`src/rtl/smmu_pkg.sv`:
```
// Shared types, command codes and helpers for the segment MMU with LFU TLB.
package smmu_pkg;

  localparam int ADDR_W     = 32;
  localparam int CMD_W      = 3;
  localparam int COUNT_W    = 16;
  localparam int SEGNUM_W   = 3;
  localparam int SLOT_OUT_W = 3;

  typedef logic [CMD_W-1:0]    cmd_t;
  typedef logic [ADDR_W-1:0]   addr_t;
  typedef logic [COUNT_W-1:0]  count_t;
  typedef logic [SEGNUM_W-1:0] segnum_t;

  // Command codes
  localparam cmd_t CMD_LOOKUP    = 3'd0;
  localparam cmd_t CMD_INSERT    = 3'd1;
  localparam cmd_t CMD_TRANSLATE = 3'd2;
  localparam cmd_t CMD_FLUSH     = 3'd3;
  localparam cmd_t CMD_SEG_WRITE = 3'd4;

  localparam count_t COUNT_MAX  = 16'hFFFF;
  localparam count_t COUNT_FREE = 16'd2;

  // Controller to datapath commands
  typedef struct packed {
    logic load;    // capture the input transfer
    logic commit;  // update state and load the result register
  } ctl_t;

  // TLB operation strobes
  typedef struct packed {
    logic lookup;
    logic insert;
    logic flush;
  } tlb_op_t;

  // Saturating increment of a use count
  function automatic count_t count_inc(input count_t c);
    count_t r;
    r = (c == COUNT_MAX) ? c : count_t'(c + 16'd1);
    return r;
  endfunction

endpackage

```
`src/rtl/smmu_ctrl.sv`:
```
// Controller: two-state sequencer and handshake control.
module smmu_ctrl import smmu_pkg::*; (
  input  logic clk,
  input  logic rst,
  input  logic in_valid,
  output logic in_ready,
  output logic out_valid,
  input  logic out_ready,
  output ctl_t ctl
);

  localparam logic ST_IDLE = 1'b0;
  localparam logic ST_EXEC = 1'b1;

  logic state;
  logic state_next;
  logic out_free;

  assign in_ready   = (state == ST_IDLE);
  assign out_free   = !out_valid || out_ready;
  assign ctl.load   = in_valid && in_ready;
  assign ctl.commit = (state == ST_EXEC) && out_free;

  // Next state
  always_comb begin
    state_next = state;
    case (state)
      ST_IDLE: begin
        if (ctl.load) state_next = ST_EXEC;
      end
      ST_EXEC: begin
        if (out_free) state_next = ST_IDLE;
      end
      default: begin
        state_next = ST_IDLE;
      end
    endcase
  end

  always_ff @(posedge clk) begin
    if (rst) begin
      state <= ST_IDLE;
    end else begin
      state <= state_next;
    end
  end

  // Result register occupancy
  always_ff @(posedge clk) begin
    if (rst) begin
      out_valid <= 1'b0;
    end else if (ctl.commit) begin
      out_valid <= 1'b1;
    end else if (out_ready) begin
      out_valid <= 1'b0;
    end
  end

endmodule

```
`src/rtl/smmu_tlb.sv`:
```
// Fully associative TLB: tag match, use counts and LFU victim tree.
module smmu_tlb import smmu_pkg::*; #(
  parameter int ENTRIES = 8,
  parameter int SLOT_W  = 3
) (
  input  logic              clk,
  input  logic              rst,
  input  tlb_op_t           op,
  input  addr_t             va,
  input  addr_t             pa,
  output logic              hit,
  output logic [SLOT_W-1:0] hit_slot,
  output addr_t             hit_frame,
  output logic [SLOT_W-1:0] victim_slot
);

  localparam int LEVELS = $clog2(ENTRIES);
  localparam int LEAVES = 1 << LEVELS;
  localparam int NODES  = 2 * LEAVES - 1;

  addr_t  tag   [ENTRIES];
  addr_t  frame [ENTRIES];
  count_t cnt   [ENTRIES];

  logic [COUNT_W:0]  node_cnt [NODES];
  logic [SLOT_W-1:0] node_idx [NODES];

  logic   victim_free;
  count_t victim_cnt;
  count_t hit_cnt;

  // Parallel tag compare, lowest index wins
  always_comb begin
    hit      = 1'b0;
    hit_slot = '0;
    for (int i = ENTRIES - 1; i >= 0; i--) begin
      if (tag[i] == va) begin
        hit      = 1'b1;
        hit_slot = SLOT_W'(i);
      end
    end
  end

  assign hit_frame = frame[hit_slot];
  assign hit_cnt   = cnt[hit_slot];

  // Minimum tree over the counts; left child wins ties so the lowest index is kept.
  // Padding leaves carry a count above any real one.
  always_comb begin
    for (int i = 0; i < LEAVES; i++) begin
      if (i < ENTRIES) begin
        node_cnt[LEAVES-1+i] = {1'b0, cnt[i]};
        node_idx[LEAVES-1+i] = SLOT_W'(i);
      end else begin
        node_cnt[LEAVES-1+i] = '1;
        node_idx[LEAVES-1+i] = '0;
      end
    end
    for (int n = LEAVES - 2; n >= 0; n--) begin
      if (node_cnt[2*n+2] < node_cnt[2*n+1]) begin
        node_cnt[n] = node_cnt[2*n+2];
        node_idx[n] = node_idx[2*n+2];
      end else begin
        node_cnt[n] = node_cnt[2*n+1];
        node_idx[n] = node_idx[2*n+1];
      end
    end
  end

  // Registered victim; a free entry is the first one with a zero count
  always_ff @(posedge clk) begin
    victim_slot <= node_idx[0];
    victim_free <= (node_cnt[0] == '0);
    victim_cnt  <= node_cnt[0][COUNT_W-1:0];
  end

  // Entry storage
  always_ff @(posedge clk) begin
    if (rst || op.flush) begin
      for (int i = 0; i < ENTRIES; i++) begin
        tag[i]   <= '1;
        frame[i] <= '1;
        cnt[i]   <= '0;
      end
    end else if (op.lookup && hit) begin
      cnt[hit_slot] <= count_inc(hit_cnt);
    end else if (op.insert) begin
      tag[victim_slot]   <= va;
      frame[victim_slot] <= pa;
      cnt[victim_slot]   <= victim_free ? COUNT_FREE : count_inc(victim_cnt);
    end
  end

endmodule

```
`src/rtl/smmu_seg.sv`:
```
// Segment table memory and bounds-checked translation.
module smmu_seg import smmu_pkg::*; #(
  parameter int IDX_W = 3,
  parameter int OFF_W = 29
) (
  input  logic             clk,
  input  logic             rst,
  input  logic             rd_en,
  input  logic [IDX_W-1:0] rd_idx,
  input  logic             wr_en,
  input  logic [IDX_W-1:0] wr_idx,
  input  addr_t            wr_base,
  input  addr_t            wr_limit,
  input  logic [OFF_W-1:0] offset,
  output logic             fault,
  output addr_t            phys
);

  localparam int DEPTH = 1 << IDX_W;

  addr_t base_mem [DEPTH];
  addr_t lim_mem  [DEPTH];

  logic [DEPTH-1:0] valid;
  addr_t            rd_base;
  addr_t            rd_lim;
  logic             rd_ok;
  addr_t            base;
  addr_t            lim;
  logic [ADDR_W:0]  sum;

  // Per-entry valid bits; an unwritten entry reads as zero
  always_ff @(posedge clk) begin
    if (rst) begin
      valid <= '0;
    end else if (wr_en) begin
      valid[wr_idx] <= 1'b1;
    end
  end

  // Memory: one write port, one registered read port
  always_ff @(posedge clk) begin
    if (wr_en) begin
      base_mem[wr_idx] <= wr_base;
      lim_mem[wr_idx]  <= wr_limit;
    end
    if (rd_en) begin
      rd_base <= base_mem[rd_idx];
      rd_lim  <= lim_mem[rd_idx];
    end
  end

  always_ff @(posedge clk) begin
    if (rst) begin
      rd_ok <= 1'b0;
    end else if (rd_en) begin
      rd_ok <= valid[rd_idx];
    end
  end

  // Base plus offset with wrap and limit checks
  assign base  = rd_ok ? rd_base : '0;
  assign lim   = rd_ok ? rd_lim  : '0;
  assign sum   = {1'b0, base} + (ADDR_W+1)'(offset);
  assign fault = (lim == '0) || sum[ADDR_W] || (sum[ADDR_W-1:0] > lim);
  assign phys  = sum[ADDR_W-1:0];

endmodule

```
`src/rtl/smmu_dp.sv`:
```
// Datapath: input capture, TLB and segment units, result selection and register.
module smmu_dp import smmu_pkg::*; #(
  parameter int TLB_ENTRIES = 8,
  parameter int SLOT_W      = 3,
  parameter int SEG_W       = 3,
  parameter int OFF_W       = 29
) (
  input  logic                  clk,
  input  logic                  rst,
  input  ctl_t                  ctl,
  input  cmd_t                  command,
  input  addr_t                 virtual_address,
  input  addr_t                 physical_address,
  input  segnum_t               segment_number,
  input  addr_t                 segment_base_in,
  input  addr_t                 segment_length_in,
  output logic                  status,
  output addr_t                 result_address,
  output logic [SLOT_OUT_W-1:0] chosen_slot
);

  cmd_t    cmd_q;
  addr_t   va_q;
  addr_t   pa_q;
  segnum_t segn_q;
  addr_t   base_q;
  addr_t   len_q;

  tlb_op_t           tlb_op;
  logic              tlb_hit;
  logic [SLOT_W-1:0] tlb_hit_slot;
  addr_t             tlb_hit_frame;
  logic [SLOT_W-1:0] tlb_victim;

  addr_t            va_hi;
  logic [31:0]      segn_w;
  logic [SEG_W-1:0] seg_rd_idx;
  logic [SEG_W-1:0] seg_wr_idx;
  logic             seg_wr_en;
  logic             seg_fault;
  addr_t            seg_phys;

  logic              res_status;
  addr_t             res_addr;
  logic [SLOT_W-1:0] res_slot;
  logic [31:0]       slot_w;

  // Capture of the accepted transfer
  always_ff @(posedge clk) begin
    if (ctl.load) begin
      cmd_q  <= command;
      va_q   <= virtual_address;
      pa_q   <= physical_address;
      segn_q <= segment_number;
      base_q <= segment_base_in;
      len_q  <= segment_length_in;
    end
  end

  // Segment index from the top address bits, read as the transfer is taken
  assign va_hi      = virtual_address >> OFF_W;
  assign seg_rd_idx = va_hi[SEG_W-1:0];
  assign segn_w     = 32'(segn_q);
  assign seg_wr_idx = segn_w[SEG_W-1:0];
  assign seg_wr_en  = ctl.commit && (cmd_q == CMD_SEG_WRITE);

  assign tlb_op.lookup = ctl.commit && (cmd_q == CMD_LOOKUP);
  assign tlb_op.insert = ctl.commit && (cmd_q == CMD_INSERT);
  assign tlb_op.flush  = ctl.commit && (cmd_q == CMD_FLUSH);

  smmu_tlb #(
    .ENTRIES (TLB_ENTRIES),
    .SLOT_W  (SLOT_W)
  ) u_tlb (
    .clk         (clk),
    .rst         (rst),
    .op          (tlb_op),
    .va          (va_q),
    .pa          (pa_q),
    .hit         (tlb_hit),
    .hit_slot    (tlb_hit_slot),
    .hit_frame   (tlb_hit_frame),
    .victim_slot (tlb_victim)
  );

  smmu_seg #(
    .IDX_W (SEG_W),
    .OFF_W (OFF_W)
  ) u_seg (
    .clk      (clk),
    .rst      (rst),
    .rd_en    (ctl.load),
    .rd_idx   (seg_rd_idx),
    .wr_en    (seg_wr_en),
    .wr_idx   (seg_wr_idx),
    .wr_base  (base_q),
    .wr_limit (len_q),
    .offset   (va_q[OFF_W-1:0]),
    .fault    (seg_fault),
    .phys     (seg_phys)
  );

  // Result selection by command
  always_comb begin
    res_status = 1'b0;
    res_addr   = '0;
    res_slot   = '0;
    case (cmd_q)
      CMD_LOOKUP: begin
        res_status = !tlb_hit;
        res_addr   = tlb_hit ? tlb_hit_frame : '0;
        res_slot   = tlb_hit ? tlb_hit_slot : '0;
      end
      CMD_INSERT: begin
        res_slot = tlb_victim;
      end
      CMD_TRANSLATE: begin
        res_status = seg_fault;
        res_addr   = seg_fault ? '0 : seg_phys;
      end
      CMD_FLUSH, CMD_SEG_WRITE: begin
        res_status = 1'b0;
      end
      default: begin
        res_status = 1'b1;
      end
    endcase
  end

  // Slot reported modulo eight
  assign slot_w = 32'(res_slot);

  // Result register
  always_ff @(posedge clk) begin
    if (ctl.commit) begin
      status         <= res_status;
      result_address <= res_addr;
      chosen_slot    <= slot_w[SLOT_OUT_W-1:0];
    end
  end

endmodule

```
`src/rtl/segment_mmu_with_lfu_tlb.sv`:
```
// Result and out_valid are registered in the execute step that follows the input capture,
// held back while a waiting result still occupies the output.
// One item is in work at a time: the single execute step updates the TLB use counts,
// and the LFU victim register is refreshed from the counts between items.
// A new item is taken while the previous result still waits on the output.
// Reset (synchronous, rst high): TLB tags and frames all ones, counts zero, segment
// valid bits cleared, output empty.
module segment_mmu_with_lfu_tlb import smmu_pkg::*; #(
  parameter int TLB_ENTRIES        = 8,
  parameter int SEGMENT_INDEX_BITS = 3,
  parameter int OFFSET_WIDTH       = 29
) (
  input  logic                  clk,
  input  logic                  rst,
  input  logic                  in_valid,
  output logic                  in_ready,
  input  cmd_t                  command,
  input  addr_t                 virtual_address,
  input  addr_t                 physical_address,
  input  segnum_t               segment_number,
  input  addr_t                 segment_base_in,
  input  addr_t                 segment_length_in,
  output logic                  out_valid,
  input  logic                  out_ready,
  output logic                  status,
  output addr_t                 result_address,
  output logic [SLOT_OUT_W-1:0] chosen_slot
);

  localparam int SLOT_W = (TLB_ENTRIES > 1) ? $clog2(TLB_ENTRIES) : 1;

  ctl_t ctl;

  smmu_ctrl u_ctrl (
    .clk       (clk),
    .rst       (rst),
    .in_valid  (in_valid),
    .in_ready  (in_ready),
    .out_valid (out_valid),
    .out_ready (out_ready),
    .ctl       (ctl)
  );

  smmu_dp #(
    .TLB_ENTRIES (TLB_ENTRIES),
    .SLOT_W      (SLOT_W),
    .SEG_W       (SEGMENT_INDEX_BITS),
    .OFF_W       (OFFSET_WIDTH)
  ) u_dp (
    .clk               (clk),
    .rst               (rst),
    .ctl               (ctl),
    .command           (command),
    .virtual_address   (virtual_address),
    .physical_address  (physical_address),
    .segment_number    (segment_number),
    .segment_base_in   (segment_base_in),
    .segment_length_in (segment_length_in),
    .status            (status),
    .result_address    (result_address),
    .chosen_slot       (chosen_slot)
  );

endmodule

```
`config.mk`:
```
export PLATFORM = sky130hd
export DESIGN_NAME = segment_mmu_with_lfu_tlb
export DESIGN_NICKNAME = d
export VERILOG_FILES = /design/src/rtl/smmu_pkg.sv /design/src/rtl/smmu_ctrl.sv /design/src/rtl/smmu_tlb.sv /design/src/rtl/smmu_seg.sv /design/src/rtl/smmu_dp.sv /design/src/rtl/segment_mmu_with_lfu_tlb.sv
export SDC_FILE = /design/constraint.sdc
export NUM_CORES = 2
export LEC_CHECK = 0
export ABC_AREA = 1
export BUFFER_PORTS_ARGS = -buffer_cell sky130_fd_sc_hd__buf_2
export CAP_MARGIN = 5
export CORE_MARGIN = 2
export CORE_UTILIZATION = 48
export CTS_CLUSTER_DIAMETER = 100
export DETAILED_ROUTE_END_ITERATION = 16
export GPL_TIMING_DRIVEN = 0
export SETUP_SLACK_MARGIN = 0.3
export SYNTH_ARGS = -nofsm -noshare
export SYNTH_HDL_FRONTEND = slang
export SYNTH_SLANG_ARGS = --single-unit
```
`constraint.sdc`:
```
create_clock -name clk -period 22.9 [get_ports clk]
set_input_delay 5.725 -clock clk [delete_from_list [all_inputs] [get_ports clk]]
set_output_delay 5.725 -clock clk [all_outputs]
set_load 0.005 [all_outputs]
```
# [Word-level counts from Yosys, hierarchy flattened]
# Memories as Yosys holds them, arrays and structs flattened. A register that Yosys moved wholly into a read port is not among the register bits.
# Index checks and enable logic that the tools add are counted.
[totals] inputBits=138 regBits=201 output_inout_bits=38 wordCells=147 ram_bits=1152 mem_count=5
[classes] n_addsub=3 bitwise=2 n_reduce_logical=23 order_cmp=11 eq_ne=14 n_mux=73
[memory_table] memory="u_dp.u_seg.base_mem" depth=8 word_bits=32 read_ports=1 rd_clocked_by_memory_dff=1 wr=1 line_no="smmu_seg.sv:21" source="addr_t base_mem [DEPTH];"
[memory_table] memory="u_dp.u_seg.lim_mem" depth=8 word_bits=32 read_ports=1 rd_clocked_by_memory_dff=1 wr=1 line_no="smmu_seg.sv:22" source="addr_t lim_mem [DEPTH];"
[memory_table] memory="u_dp.u_tlb.frame" depth=8 word_bits=32 read_ports=1 rd_clocked_by_memory_dff=0 wr=8 line_no="smmu_tlb.sv:22" source="addr_t frame [ENTRIES];"
[memory_table] memory="u_dp.u_tlb.tag" depth=8 word_bits=32 read_ports=8 rd_clocked_by_memory_dff=0 wr=8 line_no="smmu_tlb.sv:21" source="addr_t tag [ENTRIES];"
[memory_table] memory="u_dp.u_tlb.cnt" depth=8 word_bits=16 read_ports=9 rd_clocked_by_memory_dff=0 wr=8 line_no="smmu_tlb.sv:23" source="count_t cnt [ENTRIES];"
[ops] op="== test 32 bit" n=8
[ops] op="two-way mux 32 bit" n=6
[ops] op="two-way mux 16 bit" n=9
[ops] op="less-than comparator 16 bit" n=4
[ops] op="one-hot mux 32 bit (2 select lines)" n=1
[ops] op="OR reduction 32 bit" n=2
[ops] op="less-than comparator 17 bit" n=3
[ops] op="two-way mux 17 bit" n=3
[ops] op="two-way mux 3 bit" n=16
[ops] op="adder 32 x 29 -> 33 bit" n=1
[ops] op="two-way mux 1 bit" n=33
[ops] op="adder 16 x 1 -> 16 bit, second input constant" n=2
[ops] op="== test 16 bit, second input constant" n=2
[ops] op="> comparator 32 bit" n=1
[ops] op="zero test 32 bit" n=1
[ops] op="OR reduction 16 bit" n=2
[ops] op="zero test 17 bit" n=1
[ops] op="logical AND 1 bit" n=8
[ops] op="less-than comparator 3 x 4 -> 1 bit, second input constant" n=2
[ops] op="bitwise OR 8 bit" n=1
[ops] op="== test 3 x 2 -> 1 bit, second input constant" n=2
[ops] op="one-hot mux 3 bit (2 select lines)" n=1
[ops] op="logical OR 1 bit" n=4
[ops] op="binary-select mux 1 bit (select 3 bit)" n=1
[ops] op="other kinds (11)" n=12

# [Logic depth before layout (Yosys ltp)]
# An unclocked memory read counts as a cell.
[depth] ltp_word=17 depth_mapped=43 ltp_nobuf=39

# [Cells and area by module]
# A second synthesis with hierarchy kept.
[unflattened] hier_cells=6490 area_unflattened_um2=66721.5
[by_module_without_submodules] module="smmu_tlb" area_per_inst_um2=35292.6 instances=1 seq_area_each_um2=19618.8 cells_per_inst=3868
[by_module_without_submodules] module="smmu_seg" area_per_inst_um2=25233.0 instances=1 seq_area_each_um2=17476.8 cells_per_inst=2213
[by_module_without_submodules] module="smmu_dp" area_per_inst_um2=6112.1 instances=1 seq_area_each_um2=5104.9 cells_per_inst=398
[by_module_without_submodules] module="smmu_ctrl" area_per_inst_um2=83.8 instances=1 seq_area_each_um2=40.0 cells_per_inst=11

# [Least setup slack after synthesis]
# No wires, ideal clock.
[synth_timing] kind="in2reg" startpoint="input in_valid" endpoint="register u_dp.u_seg.rd_ok" path_slack_ns=7.806 path_buffers=0 arrival_time_ns=14.601 stages=3 t_required_ns=22.408 setup_ns=0.492 path_cell_list="inv_1 -> nor2_1 -> a211oi_1"
[synth_lines] element="start, declared" line_no="segment_mmu_with_lfu_tlb.sv:15" source="input logic in_valid,"
[synth_lines] element="end signal, assigned" line_no="smmu_seg.sv:57" source="rd_ok <= valid[rd_idx];"
[synth_lines] element="end, declared" line_no="smmu_seg.sv:27" source="logic rd_ok;"

==> results.sh <==
export IMPL_ant_nets_after_route=0
export IMPL_seqPwrFrac=0.499
export IMPL_switching_share=0.260
export IMPL_synth_register_bits=1417
export IMPL_drcViolationCount=0
export IMPL_max_cap_viols=0
export IMPL_postLayoutSetupSlackWorst_ns=12.91
export IMPL_grt_max_degree=38
export IMPL_antenna_found_initial=6
export IMPL_hold_viol_final=0
export IMPL_clock_skew_final_ns=0.0331
export IMPL_crit_slowest_cell="a31oi_2"
export IMPL_power_per_cell_area_nw_per_um2=80.4
export IMPL_grt_pass1_vias=45300
export IMPL_synth_warning_count=0
export IMPL_timing_critical_path_arrival_ns=10.32
export IMPL_p_clk_frac=0.392
export IMPL_grt_total_usage=0.283
export IMPL_finalSetupViolations=0
export IMPL_number_of_buffers_on_the_longest_clock_path=3
export IMPL_insertion_delay_ns=0.80
export IMPL_reg2reg_setup_slack_ns=14.51
export IMPL_layout_cells_non_filler=8384
export IMPL_cp_max_stage_delay_ns=0.85
export IMPL_endpoint_kind="register"
export IMPL_worst_slew_pin_transition_ns=1.41
export IMPL_syn2layout_area_growth_pct=13.8
export IMPL_regArea_um2=42200
export IMPL_place_detailed_instances=8110
export IMPL_die_outline_area_um2=139000
export IMPL_fin_nets=6788
export IMPL_grt_first_pass_wirelength_mm=291
export IMPL_place_congestion=0.992
export IMPL_outcome="complete, no violations"
export IMPL_design_power_mw=5.98
export IMPL_wl_per_cell_um=23.8
export IMPL_numCtsBuffers=150
export IMPL_fmax_ghz=0.100
export IMPL_cts_tree="yes"
export IMPL_vias=47600
export IMPL_clockRootBuffer="clkbuf_16"
export IMPL_floorplan_die_height_um=373
export IMPL_post_synth_cell_area_avg_um2=10.7
export IMPL_min_path_type="register to register"
export IMPL_port_buffers=175
export IMPL_mappedNetlistArea_um2=65400
export IMPL_core_region_area_um2=135000
export IMPL_placementRows=135
export IMPL_hold_buffers=0
export IMPL_critical_path_class="input pin to register"
export IMPL_cts_clk_slew_worst_paths_ns=0.06
export IMPL_intPower_mw=4.43
export IMPL_post_synth_inst_count=6107
export IMPL_grt_overflow=0
export IMPL_pin_count=176
export IMPL_critical_path_startpoint_type="input pin"
export IMPL_ctsResizeCount=0
export IMPL_syn_num_nets=6413
export IMPL_timing_critical_path_required_ns=23.23
export IMPL_clock_sinks=1417
export IMPL_leakage_nw=26.0
export IMPL_share_of_layout_cells_above_drive_strength_1=0.100
export IMPL_slew_limit_headroom=0.0603
export IMPL_crit_path_cell_trace="buf_2 > inv_1 > nand2_1 > nand2_1 > inv_2 > buf_12 > a31oi_2 > nand2_1 > nor2_1 > inv_2 > nor2_1 > inv_2 > o21ai_1 > inv_1 > nand2_1 > clkbuf_1 > nand2_1"
export IMPL_post_cts_repair_setup_buffers=0
export IMPL_via_per_inst=5.68
export IMPL_dieWidth_um=373
export IMPL_drt_wirelength_mm=200
export IMPL_multiInputGateArea_um2=20500
export IMPL_hpwl_mm=145
export IMPL_ys_seq_area_frac=0.646
export IMPL_ctsHtreeMaxLevel=4
export IMPL_ir_drop_uv=70.1
export IMPL_min_period_over_period=0.436
export IMPL_post_place_ws_ns=12.22
export IMPL_setup_tns_ns=0
export IMPL_drt_pre_antenna_iters=6
export IMPL_yosysUniqueCellTypes=56
export IMPL_p_comb_frac=0.109
export IMPL_power_switching_mw=1.55
export IMPL_min_period_ns=9.99
export IMPL_rr_worst_depth=35
export IMPL_worst_path_maximum_fanout=37
export IMPL_first_iter_violations=5240
export IMPL_finalMaxSlewViolations=0
export IMPL_hold_depth=2
export IMPL_grt_setup_unrepaired="false"
export IMPL_critical_path_most_common_cell="nand2_1"
export IMPL_floorplan_initialDensity=0.484
export IMPL_fillers=11600
cell usage after synthesis (all sizes together):
| cell type | count | area share |
|---|---|---|
| nand2 | 1518 | 0.088 |
| edfxtp | 1386 | 0.64 |
| nor2 | 725 | 0.043 |
| o21ai | 432 | 0.033 |
| inv | 377 | 0.022 |
| a21oi | 286 | 0.022 |
| nand3 | 242 | 0.020 |
| clkbuf | 220 | 0.013 |
| ha | 167 | 0.032 |
| xnor2 | 114 | 0.015 |
| buf | 94 | 0.0093 |
| xor2 | 87 | 0.012 |
| o22ai | 82 | 0.0078 |
| a31oi | 74 | 0.0071 |
| nand4 | 53 | 0.0052 |
| a32o | 44 | 0.0067 |
| or2 | 32 | 0.0031 |
| dfxtp | 31 | 0.0095 |
| nor3 | 30 | 0.0023 |
| o221ai | 26 | 0.0035 |
| o21a | 13 | 0.0015 |
| nor4 | 11 | 0.0013 |
| nor3b | 10 | 0.0011 |
| o211ai | 9 | 0.0010 |
| nand3b | 8 | 0.00098 |
| a21boi | 6 | 0.00069 |
| a21o | 5 | 0.00057 |
| o21bai | 5 | 0.00057 |
| a211oi | 4 | 0.00046 |
| clkinv | 4 | 0.00023 |
| o2111ai | 3 | 0.00040 |
| a22oi | 2 | 0.00023 |
| and2 | 2 | 0.00027 |
| and3 | 2 | 0.00019 |
| a211o | 1 | 0.00013 |
| a221o | 1 | 0.00015 |
| fa | 1 | 0.00031 |
sequential cells by signal, summed over array words and instances (netlist names):
signal and flops:
u_dp.u_seg.rd_base 32, u_dp.cmd_q 3, u_dp.u_tlb.victim_slot 3, u_dp.base_q 32, u_ctrl.state 1, u_dp.u_seg.lim_mem 256, u_ctrl.out_valid 1, u_dp.len_q 32
u_dp.u_tlb.tag 256, u_dp.u_seg.rd_lim 32, u_dp.u_tlb.frame 256, u_dp.u_seg.valid 8, u_dp.result_address 32, u_dp.chosen_slot 3, u_dp.pa_q 32, u_dp.va_q 32
u_dp.seg_wr_idx 3, u_dp.u_seg.rd_ok 1, u_dp.u_tlb.victim_free 1, u_dp.u_tlb.cnt 128, u_dp.u_seg.base_mem 256, u_dp.status 1, u_dp.u_tlb.victim_cnt 16
cell type report:
type,instances,area share
Clock inverter,80,0.00945
Buffer,314,0.0193
Antenna cell,4,0.000134
Sequential cell,1417,0.568
Tap cell,1781,0.0299
Clock buffer,189,0.0538
Inverter,381,0.0193
Timing Repair Buffer,223,0.0255
Multi-Input combinational cell,3995,0.275
logic make-up after synthesis:
| kind of cell | Yosys count | share of synthesized area |
|---|---|---|
| AND/OR/NAND/NOR | 2633 | 0.165 |
| buffers and inverters | 695 | 0.0440 |
| AO/OA/AOI/OAI | 993 | 0.0862 |
| XOR/XNOR | 201 | 0.0269 |
| adder cells (fa/ha/maj) | 168 | 0.0322 |
| flip-flops | 1417 | 0.646 |
per-layer routing:
layer / vias up / part of all wire / track usage
met3: 333 / 0.10 / 0.0614
met4: 6 / 0.034 / 0.101
li1: 21900 / - / -
met5: - / 0.00020 / 0
met2: 2244 / 0.44 / 0.432
met1: 23100 / 0.42 / 0.399
worst paths after layout:
path / start / end
max: out_ready / u_dp.u_tlb.cnt[0][5]
min: u_dp.u_seg.valid[1] / u_dp.u_seg.valid[1]
max reg2reg: u_dp.u_seg.rd_ok / u_dp.result_address[7]
min reg2reg: u_dp.u_seg.valid[1] / u_dp.u_seg.valid[1]
worst max-delay path, delay by kind of cell:
family          cells  cell delay (ns)
buf+inv             8             1.44
compound gates      2             1.09
simple gates        7             2.01
power groups by stage:
stage / registers [mW] / clock network (mW) / logic (mW)
global placement: 3.07 / 0 / 0.605
floorplan: 3.03 / 0 / 0.397
global route: 2.99 / 2.47 / 0.719
finish: 2.99 / 2.35 / 0.649
detailed placement: 3.04 / 0 / 0.641
CTS: 2.98 / 2.37 / 0.643
cell usage in the layout, fill, tap and decap left out, types with 9 or more instances in the layout:
cell type,n
buf_4,31
buf_6,14
buf_2,207
o221ai_1,26
nand3_2,14
o211ai_1,9
buf_16,10
dfxtp_1,31
buf_1,18
nand4_1,52
o21ai_0,407
nor3_1,30
nand2_1,1499
buf_12,37
clkbuf_1,250
nand3_1,228
xor2_1,87
o22ai_1,82
nor2_2,15
inv_1,334
clkinv_2,24
or2_2,23
o21a_1,13
nor2_4,14
a31oi_1,73
clkinv_1,31
inv_2,40
nor2_1,696
a32o_1,44
nand2_2,13
o21ai_1,10
xnor2_1,114
clkbuf_16,151
ha_1,167
a21oi_1,286
nor3b_1,10
edfxtp_1,1386
through the flow:
stage	cell area [um2]	utilization	hold slack, ns
global placement	68500	0.506	0.448
finish	74400	0.550	0.469
floorplan	65400	-	0.435
global route	74400	0.550	0.488
CTS	74400	0.550	0.467
detailed placement	69700	0.515	0.454
No activity file was read; power rests on OpenSTA's default activity.
